==> src/hdl/bpcrc_pkg.sv <==
package bpcrc_pkg;

  localparam logic [31:0] CRC_POLY         = 32'hEDB8_8320;
  localparam logic [31:0] CRC_INIT         = 32'hFFFF_FFFF;
  localparam logic [7:0]  PAD_BYTE         = 8'hFF;
  localparam logic [15:0] BLOCK_SIZE_RESET = 16'd4096;

  typedef struct packed {
    logic [7:0] data_byte;
    logic       byte_valid;
    logic       last;
  } req_item_t;

  typedef struct packed {
    logic [31:0] crc_value;
    logic [31:0] padded_length;
  } res_item_t;

  // controller to datapath
  typedef struct packed {
    logic take_in;
    logic take_pad;
    logic finish;
  } dp_cmd_t;

  // datapath to controller
  typedef struct packed {
    logic pad_needed;
  } dp_status_t;

  // reflected CRC-32, one byte, bit by bit
  function automatic logic [31:0] crc_byte(input logic [31:0] c_in, input logic [7:0] b);
    logic [31:0] c;
    c = c_in ^ {24'd0, b};
    for (int k = 0; k < 8; k++) begin
      if (c[0]) begin
        c = (c >> 1) ^ CRC_POLY;
      end else begin
        c = c >> 1;
      end
    end
    return c;
  endfunction

endpackage

==> src/hdl/block_padded_crc32.sv <==
// Block-padded CRC-32: takes an image one item a cycle (a byte when byte_valid
// is set) and keeps a reflected CRC-32 (poly 0xEDB88320, init all ones, no final
// inversion) with the length. An item marked last, with or without a byte, closes
// the image: the rest of the current erase block is fed as 0xFF bytes, one per
// cycle, then crc_value and the block-rounded padded_length are loaded into the
// result register and the image state clears. Ordinary items never stall; after
// a last item req_stall stays high while the pad bytes (up to block_size - 1) are fed
// and the result is loaded, longer if the previous result has not yet been taken.
// The pad bytes go one at a time through the single CRC byte unit. block_size (0 means
// 65536) is written on cfg_we and should only change while no image is in progress.
module block_padded_crc32 (
  input  logic                 clk,
  input  logic                 rst,
  input  logic                 req_valid,
  output logic                 req_stall,
  input  bpcrc_pkg::req_item_t req,
  output logic                 res_valid,
  input  logic                 res_stall,
  output bpcrc_pkg::res_item_t res,
  input  logic                 cfg_we,
  input  logic [15:0]          cfg_data
);
  import bpcrc_pkg::*;

  dp_cmd_t    cmd;
  dp_status_t status;

  bpcrc_ctrl u_ctrl (
    .clk       (clk),
    .rst       (rst),
    .req_valid (req_valid),
    .req       (req),
    .req_stall (req_stall),
    .res_valid (res_valid),
    .res_stall (res_stall),
    .status    (status),
    .cmd       (cmd)
  );

  bpcrc_dp u_dp (
    .clk      (clk),
    .rst      (rst),
    .cfg_we   (cfg_we),
    .cfg_data (cfg_data),
    .req      (req),
    .cmd      (cmd),
    .status   (status),
    .res      (res)
  );

endmodule

==> src/hdl/bpcrc_ctrl.sv <==
module bpcrc_ctrl (
  input  logic                  clk,
  input  logic                  rst,
  input  logic                  req_valid,
  input  bpcrc_pkg::req_item_t  req,
  output logic                  req_stall,
  output logic                  res_valid,
  input  logic                  res_stall,
  input  bpcrc_pkg::dp_status_t status,
  output bpcrc_pkg::dp_cmd_t    cmd
);
  import bpcrc_pkg::*;

  typedef enum logic {
    S_RUN,
    S_FINISH
  } state_t;

  state_t state;
  state_t state_next;
  logic   out_free;

  assign req_stall = (state == S_FINISH);
  assign out_free  = !res_valid || !res_stall;

  always_comb begin
    cmd.take_in  = (state == S_RUN) && req_valid && req.byte_valid;
    cmd.take_pad = (state == S_FINISH) && status.pad_needed;
    cmd.finish   = (state == S_FINISH) && !status.pad_needed && out_free;
  end

  always_comb begin
    state_next = state;
    unique case (state)
      S_RUN: begin
        if (req_valid && req.last) begin
          state_next = S_FINISH;
        end
      end
      S_FINISH: begin
        if (cmd.finish) begin
          state_next = S_RUN;
        end
      end
      default: state_next = S_RUN;
    endcase
  end

  always_ff @(posedge clk) begin
    if (rst) begin
      state     <= S_RUN;
      res_valid <= 1'b0;
    end else begin
      state <= state_next;
      if (cmd.finish) begin
        res_valid <= 1'b1;
      end else if (!res_stall) begin
        res_valid <= 1'b0;
      end
    end
  end

`ifndef SYNTHESIS
  a_last_stalls: assert property (@(posedge clk) disable iff (rst)
    req_valid && !req_stall && req.last |=> req_stall)
    else $error("last item did not stop intake");
  a_finish_shows: assert property (@(posedge clk) disable iff (rst)
    cmd.finish |=> res_valid)
    else $error("result not presented after finish");
  a_pad_excl: assert property (@(posedge clk) disable iff (rst)
    !(cmd.take_pad && cmd.finish) && !(cmd.take_in && cmd.take_pad))
    else $error("conflicting datapath commands");
`endif

endmodule

==> src/hdl/bpcrc_dp.sv <==
module bpcrc_dp (
  input  logic                  clk,
  input  logic                  rst,
  input  logic                  cfg_we,
  input  logic [15:0]           cfg_data,
  input  bpcrc_pkg::req_item_t  req,
  input  bpcrc_pkg::dp_cmd_t    cmd,
  output bpcrc_pkg::dp_status_t status,
  output bpcrc_pkg::res_item_t  res
);
  import bpcrc_pkg::*;

  logic [15:0] block_size;
  logic [31:0] crc_reg;
  logic [15:0] block_offset;
  logic [31:0] length_count;

  logic [16:0] eff_size;
  logic [16:0] offset_inc;
  logic [7:0]  byte_in;
  logic        take;

  // zero means a 64 KiB block
  assign eff_size   = (block_size == 16'd0) ? 17'h1_0000 : {1'b0, block_size};
  assign offset_inc = {1'b0, block_offset} + 17'd1;
  assign byte_in    = cmd.take_pad ? PAD_BYTE : req.data_byte;
  assign take       = cmd.take_in || cmd.take_pad;

  // an offset at or past a lowered block size means no padding
  assign status.pad_needed = (block_offset != 16'd0) && ({1'b0, block_offset} < eff_size);

  always_ff @(posedge clk) begin
    if (rst) begin
      block_size <= BLOCK_SIZE_RESET;
    end else if (cfg_we) begin
      block_size <= cfg_data;
    end
  end

  always_ff @(posedge clk) begin
    if (rst || cmd.finish) begin
      crc_reg      <= CRC_INIT;
      block_offset <= 16'd0;
      length_count <= 32'd0;
    end else if (take) begin
      crc_reg      <= crc_byte(crc_reg, byte_in);
      length_count <= length_count + 32'd1;
      if (offset_inc >= eff_size) begin
        block_offset <= 16'd0;
      end else begin
        block_offset <= offset_inc[15:0];
      end
    end
  end

  always_ff @(posedge clk) begin
    if (cmd.finish) begin
      res.crc_value     <= crc_reg;
      res.padded_length <= length_count;
    end
  end

`ifndef SYNTHESIS
  a_clear: assert property (@(posedge clk) disable iff (rst)
    cmd.finish |=> crc_reg == CRC_INIT && block_offset == 16'd0 && length_count == 32'd0)
    else $error("image state not cleared after result");
  a_pad_ok: assert property (@(posedge clk) disable iff (rst)
    cmd.take_pad |-> status.pad_needed)
    else $error("pad byte taken with block complete");
  a_finish_aligned: assert property (@(posedge clk) disable iff (rst)
    cmd.finish |-> !status.pad_needed)
    else $error("result taken before block boundary");
`endif

endmodule

==> config.mk <==
export PLATFORM = sky130hd
export DESIGN_NAME = block_padded_crc32
export DESIGN_NICKNAME = d
export VERILOG_FILES = /design/src/hdl/bpcrc_pkg.sv /design/src/hdl/block_padded_crc32.sv /design/src/hdl/bpcrc_ctrl.sv /design/src/hdl/bpcrc_dp.sv
export SDC_FILE = /design/constraint.sdc
export NUM_CORES = 1
export LEC_CHECK = 0
export BUFFER_PORTS_ARGS = -buffer_cell sky130_fd_sc_hd__buf_2
export CAP_MARGIN = 20
export CORE_MARGIN = 3
export CORE_UTILIZATION = 55
export CTS_CLUSTER_DIAMETER = 40
export DETAILED_ROUTE_END_ITERATION = 10
export GPL_ROUTABILITY_DRIVEN = 1
export PLACE_DENSITY = 0.77
export SYNTH_ARGS = -nofsm -noshare
export SYNTH_HDL_FRONTEND = slang
export SYNTH_SLANG_ARGS = --single-unit
==> constraint.sdc <==
create_clock -name clk -period 12.8 [get_ports clk]
set_input_delay 0 -clock clk [delete_from_list [all_inputs] [get_ports clk]]
set_output_delay 0 -clock clk [all_outputs]
set_load 0.03 [all_outputs]
* Yosys cells after proc, flatten, opt, wreduce, memory -nomap -nowiden *
Cells that the tools add are included.

storage, ports and cells
  register bits = 162
  input bits = 31
  output and inout bits = 66
  logic and storage cells = 68

cells by class
  add/sub/neg operators = 2
  order comparisons = 2
  equality and inequality tests = 1
  muxes and demuxes = 30
  bitwise gates (word level) = 10
  reductions and logical operators = 15

operators by type and width
  kind                   count
  $mux 32                22
  $not 13->14            8
  $add 32x1->32 const B  1
  $xor 32x8->32          1
  $add 16x1->17 const B  1
  $ge 17x17->1           1
  $lt 16x17->1           1
  $mux 17                1
  $logic_not 16->1       1
  $mux 16                1
  $reduce_bool 16->1     1
  $mux 8                 1
  $logic_and 1x1->1      7
  $mux 1                 4
  $logic_not 1->1        3
  $logic_or 1x1->1       3
  $ne 2x1->1 const B     1
  $pmux 1 s2             1
  $not 1->1              1

* Logic depth before layout (Yosys ltp) *
  word-level depth = 37
  depth in mapped cells = 18
  depth with buffers taken out = 16

* Modules after synthesis *
A second synthesis with hierarchy kept.

unflattened totals
  cell total of the unflattened synthesis = 734
  area, all modules = 7579.8 µm²

modules (own cells, without submodules)
  module      instances  cells each  area each (µm²)  sequential area each (µm²)
  bpcrc_dp    1          722         7460.9           3843.7
  bpcrc_ctrl  1          12          118.9            40.0

* Worst setup path after synthesis *
No wires, ideal clock.

  path kind = reg-to-reg
  from = reg u_dp.block_size[11]
  to = reg u_dp.block_offset[0]
  library setup time = 0.128 ns
  arrival = 5.786 ns
  required time = 12.672 ns
  slack = 6.886 ns
  stages on the path, launching flop included = 13
  buffers on the path = 2
  period minus slack after synthesis = 5.914 ns
  cells stage by stage = dfxtp_1 inv_1 ha_1 nand4_1 a211o_1 a311o_4 nand3_1 nand2_1 a21oi_1 or2_2 clkbuf_1 clkbuf_1 nor2_1

RTL lines
  item                      RTL line        RTL
  start: declaration        bpcrc_dp.sv:13  logic [15:0] block_size;
  start signal: assignment  bpcrc_dp.sv:36  block_size <= cfg_data;
  end signal: assignment    bpcrc_dp.sv:51  block_offset <= offset_inc[15:0];
  end: declaration          bpcrc_dp.sv:15  logic [15:0] block_offset;

==> metrics.md <==
| Metric | Value |
|---|---|
| Worst hold-check path type | `input pin to flop` |
| Routability Congestion | `0.878` |
| Die Width | `127 um` |
| GR Util All Layers | `22.7%` |
| Critical Path End Type | `flop` |
| DRT Pass-1 Iters | `6` |
| Ant. Diodes | `0` |
| Most frequent cells in the layout | `dfxtp_1, buf_2, nor2_1` |
| Worst Path Required | `13.11 ns` |
| Crit-path cells | `inv_1 -> ha_1 -> nand3_1 -> a211o_1 -> a311o_4 -> nand3_1 -> nand2_1 -> a21oi_4 -> buf_4 -> nor2_1 -> a31oi_1 -> dlygate4sd3_1 -> nor2_1 -> dlygate4sd3_1` |
| Rel. slew slack | `33.8%` |
| Net count, final | `967` |
| Layout Skew | `0.00787 ns` |
| DP HPWL | `12.2 mm` |
| Total wire length | `17.5 mm` |
| Core Area | `14100 um2` |
| Status | `finished, final reports clean` |
| Mapped Area | `8040 um2` |
| Worst-Margin Slew | `0.993 ns` |
| Fraction of the mapped netlist area in adder cells | `5.60%` |
| Total CTS buffers | `17` |
| Die area | `16100 um2` |
| Seq/Total Area, Yosys | `48.3%` |
| Post-DRT Antenna Nets | `0` |
| Power Dens Cells | `143 nW/um2` |
| CP Launch Type | `flop` |
| Crit-path leading delay family | `buffers and inverters` |
| Initial DRC count | `497` |
| Compound-gate portion of the synthesized area | `8.56%` |
| Largest family of logic cells by synthesized area | `XOR/XNOR gates` |
| Arrival time at the worst endpoint | `4.45 ns` |
| Time the worst path needs with I/O delays and setup | `4.14 ns` |
| Number of synthesized flops with an enable pin | `64` |
| Routed len/inst | `16.0 um` |
| Pleak | `3.69 nW` |
| CP max stage delay | `0.63 ns` |
| Max Fclk | `0.242 GHz` |
| Initial antenna violation count | `0` |
| Vias per cell | `5.49` |
| First-pass GRT wire length | `29.6 mm` |
| Yosys reg bits | `162` |
| Post-synth top area share | `24.4%` |
| Share of cells above drive strength 1 | `17.6%` |
| Global route total overflow | `0` |
| Dominant cells by area after synthesis | `dfxtp_1, edfxtp_1, xnor2_1, ha_1, xor2_1` |
| Filler Cell Count | `1059` |
| Vias in the first global route | `6039` |
| Post-route DRC | `0` |
| Chip Height | `127 um` |
| Simple-Gate Fraction of Synth Area | `16.0%` |
| Clk_lat worst skew | `0.43 ns` |
| Final Hold Fails | `0` |
| CP max stage cell | `buf_4` |
| IO Count | `97` |
| Avg Inst Size Synth | `10.2 um2` |
| Post-Syn Nets | `855` |
| Site Rows | `43` |
| Postcts setup bufs | `0` |
| Maxcap violations | `0` |
| Largest net degree at the start of global routing | `68` |
| Area of the multi-input gates | `3890 um2` |
| Max reg flops | `64` |
| Synth Flop Type | `dfxtp_1` |
| Ys Warns | `0` |
| Sink Count | `162` |
| Kind of critical path | `flop to flop` |
| Synth Area in XOR/XNOR | `16.2%` |
| Clock transition at path regs | `0.07 ns` |
| Vias | `6003` |
| CP max FO | `67` |
| Root buf cell | `clkbuf_16` |
| Register area | `3880 um2` |
| Hold Slack | `0.0427 ns` |
| Layout area overhead | `18.5%` |
| Post-Syn Instances | `788` |
| Fin crit share | `32.3%` |
| Netlist cell types | `54` |
| Initial Utilization | `57.1%` |
| Most common cell after layout, fill and taps aside | `dfxtp_1` |
| Post-synthesis mux area share | `1.87%` |
| Post-synth top area cell | `dfxtp_1` |
| Peak supply drop | `0.0903 mV` |
| Setup violators final | `0` |
| Slew Viols, Final | `0` |
| Setup TNS Final | `0 ns` |
| Ys async rst share | `0%` |
| CTS Buffer Depth | `2` |
| CTS tree | `done` |
| # port buffers | `96` |
| RSZ-0062 raised after global routing | `false` |
| Buffers & Inverters on Critical Path | `4` |
| H-tree Lvls | `4` |
-- path summary, 6_finish.rpt --
path | cells past startpoint | end | from | slack, ns
max | 14 | u_ctrl.req_stall$_SDFF_PP0_ | u_dp.block_size[15]$_SDFFE_PP0P_ | 8.66
max reg2reg | 14 | u_ctrl.req_stall$_SDFF_PP0_ | u_dp.block_size[15]$_SDFFE_PP0P_ | 8.66
min | 3 | u_dp.block_size[12]$_SDFFE_PP1P_ | rst | 0.04
min reg2reg | 0 | u_dp.res[31]$_DFFE_PP_ | u_dp.length_count[31]$_SDFFE_PP0P_ | 0.45
-- tightest hold or removal path: cells and delay by family --
family,cells,cell delay [ns]
compound gates,1,0.08
buf+inv,2,0.32
-- routing by layer --
metal  track usage (%)  wire length (um)
met2              39.7              8810
met1              28.1              7670
met3              4.84               666
met5                 0                 0
met4              7.13               362
-- Yosys cell counts (5+ instances only) --
cell      count
buf_2         5
nand2_1      51
nor2_2        6
nor2_1       93
clkbuf_1     31
o21ai_1       5
and3_1       17
inv_1        27
xnor2_2       7
nor4_1        8
a21o_1        5
edfxtp_1     64
o21ai_0      29
nand3_1      23
o211ai_1     15
nand3b_1     11
dfxtp_1      98
xnor2_1      79
and4_1        6
a31oi_1       8
nor3_1        7
a21oi_1      29
ha_1         36
xor2_1       50
mux2i_1      15
nand4_1      16
-- stage by stage --
step	cells	total power [mW]	utilization, %	instance area, um2	setup slack [ns]
detailed placement	1026	0.890	61.1	8620	8.85
finish	1093	1.37	67.6	9530	8.66
global route	1093	1.43	67.6	9530	8.32
CTS	1093	1.37	67.6	9530	8.63
global placement	1025	0.882	61.0	8600	8.94
floorplan	788	0.830	-	8040	6.89
-- where the power goes --
group	leakage [nW]	internal, mW	switching, mW
logic	2.10	0.129	0.165
clock network	0.256	0.258	0.219
registers	1.34	0.569	0.0256
total	3.69	0.957	0.409
-- what timing repair did --
action | CTS | global route
hold buffers | 35 | 0
hold endpoints to repair | 18 | 0
resized for setup | 0 | 0
-- cell families (layout without fill, tap and decap cells) --
kind of cell,count (synthesis),count (layout)
simple gates,258,258
flops,162,162
xor+xnor,139,139
compound gates,109,109
buf+inv,69,194
fa+ha+maj,36,36
mux,15,15
-- layout make-up --
| cell class | instances | area share (%) |
|---|---|---|
| Inverter | 27 | 1.06 |
| Timing Repair Buffer | 135 | 9.16 |
| Tap cell | 180 | 2.36 |
| Sequential cell | 162 | 40.7 |
| Clock buffer | 18 | 4.61 |
| Multi-Input combinational cell | 557 | 40.8 |
| Clock inverter | 14 | 1.31 |
Note: power is estimated with default switching activity, not from simulation.
